===== src/rtl/core/pic_pkg.sv =====
// Shared types and constants for the proximity item clusterer.
// Used by every module under rtl/core; depends on nothing.
package pic_pkg;

	localparam int ITEM_SLOTS_DEF    = 256;
	localparam int CLUSTER_SLOTS_DEF = 32;

	localparam int COORD_W    = 16;
	localparam int SUP_W      = 10;
	localparam int QIDX_W     = 8;
	localparam int LABEL_W    = 6;
	localparam int MERGED_W   = 5;
	localparam int CTOTAL_W   = 6;
	localparam int ITOTAL_W   = 9;
	localparam int RANGE_W    = 34;
	localparam int LIMIT_W    = 6;
	localparam int CFG_DATA_W = 34;
	localparam int IN_DATA_W  = 72;
	localparam int OUT_DATA_W = 32;
	localparam int SQ_W       = 32;
	localparam int DIST_W     = 34;

	// configuration register indexes
	typedef enum logic [0:0] {
		REG_RANGE_SQ      = 1'b0,
		REG_CLUSTER_LIMIT = 1'b1
	} cfg_reg_t;

	typedef enum logic [0:0] {
		OP_ADD   = 1'b0,
		OP_QUERY = 1'b1
	} op_t;

	typedef enum logic [2:0] {
		RS_JOINED         = 3'd0,
		RS_NEW_CLUSTER    = 3'd1,
		RS_CLUSTERS_FULL  = 3'd2,
		RS_STORE_FULL     = 3'd3,
		RS_QUERY_OK       = 3'd4,
		RS_QUERY_RANGE    = 3'd5
	} status_t;

	typedef enum logic [2:0] {
		S_IDLE,
		S_SCAN,
		S_MERGE,
		S_RELAB,
		S_STORE,
		S_QREAD,
		S_RESULT
	} seq_state_t;

	// scan phases: three axes, then the cycle where the full sum is compared
	typedef enum logic [1:0] {
		AX_X   = 2'd0,
		AX_Y   = 2'd1,
		AX_Z   = 2'd2,
		AX_SUM = 2'd3
	} axis_t;

	typedef struct packed {
		logic signed [COORD_W-1:0] x;
		logic signed [COORD_W-1:0] y;
		logic signed [COORD_W-1:0] z;
		logic [SUP_W-1:0]          sup;
	} item_t;

	// control of the shared distance unit
	typedef struct packed {
		axis_t axis;
		logic  clr;
	} dist_ctl_t;

endpackage


===== src/rtl/core/pic_dist.sv =====
// Shared squared-distance unit: one axis squared per cycle, the three squares
// accumulated and compared against the range. Depends on pic_pkg.
module pic_dist (
	input  logic                            clk,
	input  pic_pkg::dist_ctl_t              ctl,
	input  pic_pkg::item_t                  a,
	input  pic_pkg::item_t                  b,
	input  logic [pic_pkg::RANGE_W-1:0]     range_sq,
	output logic                            near
);

	localparam int ACC_W = pic_pkg::DIST_W - 1;

	logic [pic_pkg::COORD_W-1:0] da, db;
	logic [pic_pkg::COORD_W:0]   diff, mag;
	logic [pic_pkg::SQ_W-1:0]    sq;
	logic [pic_pkg::SQ_W-1:0]    prod_q;
	logic [ACC_W-1:0]            acc_q;
	logic [pic_pkg::DIST_W-1:0]  total;

	// pick the axis for this cycle
	always_comb begin
		case (ctl.axis)
			pic_pkg::AX_X: begin
				da = a.x;
				db = b.x;
			end
			pic_pkg::AX_Y: begin
				da = a.y;
				db = b.y;
			end
			pic_pkg::AX_Z: begin
				da = a.z;
				db = b.z;
			end
			default: begin
				da = a.x;
				db = b.x;
			end
		endcase
	end

	// magnitude of the difference fits 16 bits
	always_comb begin
		diff = {da[pic_pkg::COORD_W-1], da} - {db[pic_pkg::COORD_W-1], db};
		mag  = diff[pic_pkg::COORD_W] ? (~diff + 1'b1) : diff;
		sq   = pic_pkg::SQ_W'(mag[pic_pkg::COORD_W-1:0]) *
		       pic_pkg::SQ_W'(mag[pic_pkg::COORD_W-1:0]);
	end

	// register the square, then accumulate
	always_ff @(posedge clk) begin
		prod_q <= sq;
		acc_q  <= (ctl.clr ? '0 : acc_q) + ACC_W'(prod_q);
	end

	assign total = pic_pkg::DIST_W'(acc_q) + pic_pkg::DIST_W'(prod_q);
	assign near  = (total <= range_sq);

endmodule


===== config.mk =====
export PLATFORM = sky130hd
export DESIGN_NAME = pic_dist
export DESIGN_NICKNAME = d
export VERILOG_FILES = /design/src/rtl/core/pic_pkg.sv /design/src/rtl/core/pic_dist.sv
export SDC_FILE = /design/constraint.sdc
export NUM_CORES = 1
export LEC_CHECK = 0
export ABC_AREA = 1
export BUFFER_PORTS_ARGS = -buffer_cell sky130_fd_sc_hd__buf_2
export CAP_MARGIN = 25
export CORE_ASPECT_RATIO = 2
export CORE_UTILIZATION = 56
export CTS_CLUSTER_DIAMETER = 50
export CTS_CLUSTER_SIZE = 28
export DETAILED_ROUTE_END_ITERATION = 8
export PLACE_DENSITY = 0.87
export SLEW_MARGIN = 30
export SYNTH_ARGS = -nofsm -noshare
export SYNTH_HDL_FRONTEND = slang
export SYNTH_SLANG_ARGS = --single-unit

===== constraint.sdc =====
create_clock -name clk -period 7.55 [get_ports clk]
set_clock_uncertainty 0.15 [all_clocks]
set_input_delay 0.3775 -clock clk [delete_from_list [all_inputs] [get_ports clk]]
set_output_delay 0.3775 -clock clk [all_outputs]
set_load 0.01 [all_outputs]

==> summary.json, run 1 <==
{
  "run_status": {"value": "did not finish"},
  "stop_stage": {"value": "global routing"},
  "tool.error": {"value": "[ERROR GRT-0232] Routing congestion too high. Check the congestion heatmap in the GUI."},
  "pin_type_at_the_end_of_the_worst_path": {"value": "register input"},
  "cts_buffer_depth": {"value": 2},
  "cts_htree_levels": {"value": 3},
  "place.port_buffers": {"value": 134},
  "synthArstFlopShare": {"value": 0, "unit": "%"},
  "synthTopCellsByArea": {"value": "sky130_fd_sc_hd__fa_1 22%, sky130_fd_sc_hd__ha_1 18%, sky130_fd_sc_hd__inv_1 11%, sky130_fd_sc_hd__nand2_1 8.9%, sky130_fd_sc_hd__dfxtp_1 8.5%"},
  "synth_seq_area_share": {"value": 8.52, "unit": "%"},
  "die_x": {"value": 118, "unit": "um"},
  "globalroute.repair_timing.worst_endpoint": {"value": "prod_q[28]$_DFF_P_/D"},
  "yosys_warnings": {"value": 0},
  "synth.most_common_cell": {"value": "sky130_fd_sc_hd__inv_1"},
  "synth_cells": {"value": 2063},
  "proportion_of_netlist_area_held_by_the_largest_area_contributor": {"value": 22.0, "unit": "%"},
  "synthesis.area_per_instance": {"value": 7.29, "unit": "um^2"},
  "grt_overflow": {"value": 13},
  "synth_fp_nets": {"value": 2598},
  "postSynthRegisterBits": {"value": 64},
  "maximum_number_of_pins_on_one_net_before_global_route_repair": {"value": 35},
  "yosys.area.top_type": {"value": "sky130_fd_sc_hd__fa_1"},
  "gpl_congestion": {"value": 1.00},
  "cts_num_sinks": {"value": 64},
  "placement_rows": {"value": 84},
  "clk_root_buffer_cell": {"value": "sky130_fd_sc_hd__clkbuf_16"},
  "initial_util": {"value": 57.0, "unit": "%"},
  "groute.usage.overall": {"value": 54.1, "unit": "%"},
  "num_io_pins": {"value": 155},
  "netlist-cell-type-count": {"value": 54},
  "synth-edff-count": {"value": 0},
  "syn_area": {"value": 15000, "unit": "um^2"},
  "cts_made_buffers": {"value": 9},
  "die_height": {"value": 234, "unit": "um"},
  "post_synth_most_frequent_cells": {"value": "433 x sky130_fd_sc_hd__inv_1, 357 x sky130_fd_sc_hd__nand2_1, 216 x sky130_fd_sc_hd__ha_1"},
  "dp_hpwl": {"value": 38.6, "unit": "mm"},
  "yosys_most_used_dff": {"value": "sky130_fd_sc_hd__dfxtp_1"}
}
[through the flow]
stage	instances	TNS (ns)	hold slack (ns)	setup slack, ns	cell area, um^2
detailed placement	2767	-19.98	0.372	-1.33	18200
floorplan	2063	-1.97	0.312	-0.416	15400
CTS	2833	-5.61	0.383	-0.494	19800
global placement	2767	-15.08	0.344	-1.17	18200
[per-layer routing]
metal / overflow / track usage, %
met1: 0 / 45.5
met2: 6 / 83.2
met3: 0 / 29.8
met4: 7 / 64.9
met5: 0 / 2.14
[cell families after synthesis]
kind of cell,count (synthesis),share of synthesized area [%]
fa+ha+maj,381,39.9
xor+xnor,103,6.22
compound gates,324,12.5
flops,64,8.52
simple gates,705,20.1
buf+inv,486,12.7
[repair_timing]
item,CTS
resized for setup,239
pin swaps,100
endpoints found under the hold margin,0
endpoints found under the setup margin,22
buffers inserted,49
hold buffers,0
gates cloned,2
==> run 2: changes to the inputs <==
--- a/config.mk
+++ b/config.mk
@@ -8,12 +8,9 @@
 export ABC_AREA = 1
 export BUFFER_PORTS_ARGS = -buffer_cell sky130_fd_sc_hd__buf_2
 export CAP_MARGIN = 25
-export CORE_ASPECT_RATIO = 2
-export CORE_UTILIZATION = 56
-export CTS_CLUSTER_DIAMETER = 50
-export CTS_CLUSTER_SIZE = 28
+export CORE_UTILIZATION = 40
 export DETAILED_ROUTE_END_ITERATION = 8
-export PLACE_DENSITY = 0.87
+export PLACE_DENSITY_LB_ADDON = 0.15
 export SLEW_MARGIN = 30
 export SYNTH_ARGS = -nofsm -noshare
 export SYNTH_HDL_FRONTEND = slang
==> constraint.sdc (replaced) <==
create_clock -name clk -period 9.8 [get_ports clk]
set_clock_uncertainty 0.15 [all_clocks]
set_input_delay 0.49 -clock clk [delete_from_list [all_inputs] [get_ports clk]]
set_output_delay 0.49 -clock clk [all_outputs]
set_load 0.01 [all_outputs]
==> run 2 against run 1 <==
  * The flow now finishes without violations
  * Synthesized cell count stayed put
  * Area after synthesis unchanged
==> summary.json, run 2 <==
{
  "run_status": {"value": "finished, final reports clean"},
  "largest_register_ff_count": {"value": 33},
  "vias": {"value": 13107},
  "worst_slew_margin_rel": {"value": 56.9, "unit": "%"},
  "placeableCoreArea": {"value": 36800, "unit": "um^2"},
  "drtIter0Drc": {"value": 487},
  "synth_fp_nets": {"value": 2598},
  "drv_cap": {"value": 0},
  "maximum_number_of_pins_on_one_net_before_global_route_repair": {"value": 35},
  "final_hold_viol_count": {"value": 0},
  "layout-drive-gt1-share": {"value": 11.2, "unit": "%"},
  "fillers": {"value": 3859},
  "synthesis.area_per_instance": {"value": 7.29, "unit": "um^2"},
  "worst_ep_required_time": {"value": 9.91, "unit": "ns"},
  "cp.arrival": {"value": 9.21, "unit": "ns"},
  "slew_viol_final": {"value": 0},
  "post-route-period-util": {"value": 92.8, "unit": "%"},
  "synth.most_common_cell": {"value": "sky130_fd_sc_hd__inv_1"},
  "synthToLayoutAreaGrowth": {"value": 10.6, "unit": "%"},
  "num-nets-final": {"value": 2739},
  "crit_path_frequent_cell": {"value": "sky130_fd_sc_hd__inv_1"},
  "cts_clock_pin_slew_for_the_worst_setup_and_hold_paths": {"value": 0.05, "unit": "ns"},
  "wl_per_cell": {"value": 13.8, "unit": "um"},
  "synthTopCellsByArea": {"value": "sky130_fd_sc_hd__fa_1 22%, sky130_fd_sc_hd__ha_1 18%, sky130_fd_sc_hd__inv_1 11%, sky130_fd_sc_hd__nand2_1 8.9%, sky130_fd_sc_hd__dfxtp_1 8.5%"},
  "global_route_wire_length_before_repair": {"value": 62.5, "unit": "mm"},
  "yosys_warnings": {"value": 0},
  "grt_pass1_vias": {"value": 13704},
  "setup_total_negative_slack": {"value": 0, "unit": "ns"},
  "cts_buffer_depth": {"value": 2},
  "postSynthRegisterBits": {"value": 64},
  "worst-setup-path-type": {"value": "in -> reg"},
  "finish.instance_area": {"value": 16600, "unit": "um^2"},
  "most_common_cell_after_layout_fill_and_taps_aside": {"value": "sky130_fd_sc_hd__inv_1"},
  "drt_pass1_iterations": {"value": 5},
  "groute.usage.overall": {"value": 19.8, "unit": "%"},
  "cts_htree_levels": {"value": 3},
  "worstMarginPinSlew": {"value": 0.641, "unit": "ns"},
  "yosys_most_used_dff": {"value": "sky130_fd_sc_hd__dfxtp_1"},
  "fin_crit": {"value": 9.10, "unit": "ns"},
  "maxClockFrequency": {"value": 110, "unit": "MHz"},
  "grt_overflow": {"value": 0},
  "route.detailed.vias_per_inst": {"value": 4.90},
  "initial_util": {"value": 40.9, "unit": "%"},
  "netlist-cell-type-count": {"value": 54},
  "routed_wl": {"value": 36.8, "unit": "mm"},
  "worst_hold_path_type": {"value": "reg -> reg"},
  "clk_root_buffer_cell": {"value": "sky130_fd_sc_hd__clkbuf_16"},
  "clock_latency": {"value": 0.33, "unit": "ns"},
  "proportion_of_netlist_area_held_by_the_largest_area_contributor": {"value": 22.0, "unit": "%"},
  "initial_antenna_violation_count": {"value": 0},
  "routedLengthMet1": {"value": 16.7, "unit": "mm"},
  "synth-edff-count": {"value": 0},
  "num_io_pins": {"value": 155},
  "die_height": {"value": 196, "unit": "um"},
  "synth_cells": {"value": 2063},
  "post_synth_most_frequent_cells": {"value": "433 x sky130_fd_sc_hd__inv_1, 357 x sky130_fd_sc_hd__nand2_1, 216 x sky130_fd_sc_hd__ha_1"},
  "synthArstFlopShare": {"value": 0, "unit": "%"},
  "tritoncts": {"value": "done"},
  "antenna-diode-count": {"value": 0},
  "finish.utilization": {"value": 45.2, "unit": "%"},
  "rsz0062_at_grt": {"value": "false"},
  "largest_registers": {"value": "acc_q x33, prod_q x31"},
  "syn_area": {"value": 15000, "unit": "um^2"},
  "place.port_buffers": {"value": 134},
  "largest_register": {"value": "acc_q"},
  "die_x": {"value": 196, "unit": "um"},
  "cts_made_buffers": {"value": 9},
  "maximum_fanout_along_the_worst_path": {"value": 21},
  "gpl_congestion": {"value": 0.900},
  "ant_nets": {"value": 0},
  "routed.top_layer": {"value": "met4"},
  "detail_route_met2_wl": {"value": 18.5, "unit": "mm"},
  "dpl_cell_area": {"value": 16300, "unit": "um^2"},
  "wl_met3": {"value": 682, "unit": "um"},
  "placement_rows": {"value": 70},
  "worst_setup_path_end_kind": {"value": "flop"},
  "dp_hpwl": {"value": 32.5, "unit": "mm"},
  "report.final.setup_viol": {"value": 0},
  "cts_num_sinks": {"value": 64},
  "fin_hold_ws": {"value": 0.387, "unit": "ns"},
  "yosys.area.top_type": {"value": "sky130_fd_sc_hd__fa_1"},
  "synth_seq_area_share": {"value": 8.52, "unit": "%"},
  "critical_path.startpoint_type": {"value": "input pin"},
  "layout.cells.most_common_list": {"value": "432 x sky130_fd_sc_hd__inv_1, 357 x sky130_fd_sc_hd__nand2_1, 216 x sky130_fd_sc_hd__ha_1"},
  "max_stage_delay": {"value": 0.55, "unit": "ns"},
  "crit_slowest_cell": {"value": "sky130_fd_sc_hd__fa_1"},
  "design.die.area": {"value": 38400, "unit": "um^2"},
  "post-route-drc-count": {"value": 0}
}
## run 2: final cells by class
type	count	area, um^2	area share [%]
Clock buffer	12	256	1.54
Sequential cell	64	1280	7.70
Inverter	452	1710	10.2
Tap cell	468	586	3.52
Multi-Input combinational cell	1513	11900	71.2
Timing Repair Buffer	164	896	5.38
Clock inverter	3	65.1	0.391
## run 2: metal layers
| metal | vias up | global-route usage [%] |
|---|---|---|
| met5 | - | 0 |
| met4 | 0 | 7.00 |
| met3 | 59 | 0.877 |
| met2 | 191 | 37.0 |
| met1 | 6048 | 24.0 |
| li1 | 6809 | - |
## run 2: cell families (layout without fill, tap and decap cells)
kind of cell	Yosys count	in the layout	synth area share, %
buffers and inverters	486	631	12.7
XOR/XNOR	103	103	6.22
flip-flops	64	64	8.52
AND/OR/NAND/NOR	705	705	20.1
AO/OA/AOI/OAI	324	324	12.5
adder cells (fa/ha/maj)	381	381	39.9
## run 2: path summary, 6_finish.rpt
| check | startpoint | end | slack [ns] | cells past startpoint |
|---|---|---|---|---|
| max | ctl[1] | prod_q[25]$_DFF_P_ | 0.70 | 40 |
| max reg2reg | acc_q[0]$_DFF_P_ | acc_q[20]$_DFF_P_ | 7.13 | 14 |
| min reg2reg | prod_q[0]$_DFF_P_ | acc_q[0]$_DFF_P_ | 0.39 | 1 |
| min | prod_q[0]$_DFF_P_ | acc_q[0]$_DFF_P_ | 0.39 | 1 |
## run 2: critical path: cells and delay by family
family	cells	cell delay (ns)
adder cells (fa/ha/maj)	10	4.30
XOR/XNOR	1	0.13
AO/OA/AOI/OAI	8	1.83
buffers and inverters	11	1.17
AND/OR/NAND/NOR	10	1.26
## run 2: per-stage QoR
| step | instances | setup WS, ns |
|---|---|---|
| 2_1_floorplan | 2063 | 1.35 |
| 3_3_place_gp | 2661 | 0.483 |
| 3_5_place_dp | 2661 | 0.346 |
| 4_1_cts | 2676 | 0.682 |
| 5_1_grt | 2676 | 0.0270 |
| 6_report | 2676 | 0.702 |
## run 2: timing repair
| action | in CTS | in global routing |
|---|---|---|
| buffers inserted | 0 | 0 |
| hold endpoints to repair | 0 | 0 |
| hold buffers | 0 | 0 |
| setup endpoints to repair | 0 | 1 |
| resized for setup | 0 | 1 |
Power of run 2 is not shown: default switching activity piles up to over one toggle a cycle in this logic, so the estimate is an artifact.
==> run 3: changes to the inputs <==
--- a/config.mk
+++ b/config.mk
@@ -11,6 +11,7 @@
 export CORE_UTILIZATION = 40
 export DETAILED_ROUTE_END_ITERATION = 8
 export PLACE_DENSITY_LB_ADDON = 0.15
+export RECOVER_POWER = 50
 export SLEW_MARGIN = 30
 export SYNTH_ARGS = -nofsm -noshare
 export SYNTH_HDL_FRONTEND = slang
==> run 3 against run 2 <==
  * The flow now finishes with violations (capacitance limit, slew limit)
  * Via count about the same
  * Hold slack unchanged
  * Design area about the same
  * Register-to-register slack worse by 0.04 ns
  * Global-route usage unchanged
  * Worst setup slack unchanged
  * Critical path type unchanged
  * First-iteration DRC count unchanged
  * Wire length about the same
  * Sequential share of layout area about the same
  * Flip-flop and latch count unchanged
  * Maximum frequency unchanged
  * Die area unchanged
==> summary.json, run 3 (same netlist as run 2, synthesis figures left out) <==
{
  "num-nets-final": {"value": 2739},
  "antenna-diode-count": {"value": 0},
  "placeableCoreArea": {"value": 36800, "unit": "um^2"},
  "fin_crit": {"value": 9.10, "unit": "ns"},
  "post-route-drc-count": {"value": 0},
  "slew_viol_final": {"value": 35},
  "die_height": {"value": 196, "unit": "um"},
  "dp_hpwl": {"value": 32.5, "unit": "mm"},
  "largest_registers": {"value": "acc_q x33, prod_q x31"},
  "worst_hold_path_type": {"value": "reg -> reg"},
  "count_of_hold_fix_buffers_inserted_at_cts": {"value": 0},
  "num_io_pins": {"value": 155},
  "postCtsResizedCells": {"value": 0},
  "layout-drive-gt1-share": {"value": 11.2, "unit": "%"},
  "maxClockFrequency": {"value": 110, "unit": "MHz"},
  "initial_antenna_violation_count": {"value": 0},
  "worst_slew_margin_rel": {"value": -2.60, "unit": "%"},
  "vias": {"value": 13108},
  "post_cts.repair.setup_buffers": {"value": 0},
  "clk_root_buffer_cell": {"value": "sky130_fd_sc_hd__clkbuf_16"},
  "worst_setup_path_end_kind": {"value": "flop"},
  "place.port_buffers": {"value": 134},
  "post-route-period-util": {"value": 92.8, "unit": "%"},
  "ant_nets": {"value": 0},
  "drt_pass1_iterations": {"value": 5},
  "cts_buffer_depth": {"value": 2},
  "wl_per_cell": {"value": 13.8, "unit": "um"},
  "critical_path.startpoint_type": {"value": "input pin"},
  "violations": {"value": "capacitance limit, slew limit"},
  "cts_clock_pin_slew_for_the_worst_setup_and_hold_paths": {"value": 0.05, "unit": "ns"},
  "groute.usage.overall": {"value": 19.8, "unit": "%"},
  "rsz0062_at_grt": {"value": "false"},
  "maximum_fanout_along_the_worst_path": {"value": 21},
  "r2r_cells": {"value": 13},
  "max_stage_delay": {"value": 0.55, "unit": "ns"},
  "grt_overflow": {"value": 0},
  "synthToLayoutAreaGrowth": {"value": 10.6, "unit": "%"},
  "drv_cap": {"value": 1},
  "worst_ep_required_time": {"value": 9.91, "unit": "ns"},
  "crit_slowest_cell": {"value": "sky130_fd_sc_hd__fa_1"},
  "grt_pass1_vias": {"value": 13704},
  "route.detailed.vias_per_inst": {"value": 4.90},
  "placement_rows": {"value": 70},
  "maximum_number_of_pins_on_one_net_before_global_route_repair": {"value": 35},
  "clock_latency": {"value": 0.33, "unit": "ns"},
  "timing.hold.worst_path_depth": {"value": 1},
  "final_hold_viol_count": {"value": 0},
  "worst-setup-path-type": {"value": "in -> reg"},
  "largest_register_ff_count": {"value": 33},
  "finish.utilization": {"value": 45.2, "unit": "%"},
  "worstMarginPinSlew": {"value": 1.54, "unit": "ns"},
  "layout.cells.most_common_list": {"value": "432 x sky130_fd_sc_hd__inv_1, 357 x sky130_fd_sc_hd__nand2_1, 216 x sky130_fd_sc_hd__ha_1"},
  "most_common_cell_after_layout_fill_and_taps_aside": {"value": "sky130_fd_sc_hd__inv_1"},
  "cp.arrival": {"value": 9.21, "unit": "ns"},
  "die_x": {"value": 196, "unit": "um"},
  "global_route_wire_length_before_repair": {"value": 62.5, "unit": "mm"},
  "tritoncts": {"value": "done"},
  "cts_htree_levels": {"value": 3},
  "drtIter0Drc": {"value": 487},
  "cts_made_buffers": {"value": 9},
  "report.final.setup_viol": {"value": 0},
  "crit_path_frequent_cell": {"value": "sky130_fd_sc_hd__inv_1"},
  "design.die.area": {"value": 38400, "unit": "um^2"},
  "routed_wl": {"value": 36.8, "unit": "mm"},
  "setup_total_negative_slack": {"value": 0, "unit": "ns"},
  "gpl_congestion": {"value": 0.900},
  "largest_register": {"value": "acc_q"},
  "run_status": {"value": "finished with violations"},
  "initial_util": {"value": 40.9, "unit": "%"},
  "cts_num_sinks": {"value": 64}
}
-- run 3: cell types whose count changed in the layout (fill, tap and decap cells not counted), sizes merged --
| cell | before | now |
|---|---|---|
| buf | 164 | 163 |
| clkbuf | 12 | 13 |
-- run 3: area by class of cell --
class | instances | area [um^2]
clock buffers | 12 | 256
clock inverters | 3 | 65.1
fillers | 3860 | 20100
inverters | 452 | 1710
multi-input cells | 1513 | 11900
flip-flops and latches | 64 | 1280
well taps | 468 | 586
repair buffers | 164 | 895
-- run 3: worst max-delay path: cells and delay by family --
| family | cells | cell delay, ns |
|---|---|---|
| xor+xnor | 1 | 0.13 |
| compound gates | 8 | 1.83 |
| simple gates | 10 | 1.26 |
| fa+ha+maj | 10 | 4.30 |
| buf+inv | 11 | 1.17 |
-- run 3: per-stage QoR --
step,instances,worst slack [ns],instance area (um^2),hold slack (ns)
floorplan,2063,1.35,15000,0.312
global placement,2661,0.483,16300,0.369
detailed placement,2661,0.346,16300,0.375
CTS,2676,0.682,16600,0.390
global route,2676,0.0270,16600,0.399
finish,2676,0.702,16600,0.387
-- run 3: routing by layer --
metal  share of wire, %  track usage, %  vias up
met1                 45            24.0     6049
met2                 50            37.0      191
met5                  0               0        -
met3                1.9           0.877       59
met4                2.8            7.00        0
li1                   -               -     6809
-- run 3: final timing paths --
check                                        from            endpoint  slack [ns]
worst max-delay path                       ctl[1]  prod_q[25]$_DFF_P_        0.70
worst min-delay path            prod_q[0]$_DFF_P_    acc_q[0]$_DFF_P_        0.39
worst max register to register   acc_q[3]$_DFF_P_   acc_q[20]$_DFF_P_        7.09
worst min register to register  prod_q[0]$_DFF_P_    acc_q[0]$_DFF_P_        0.39
Power of run 3 is left out for the same reason.
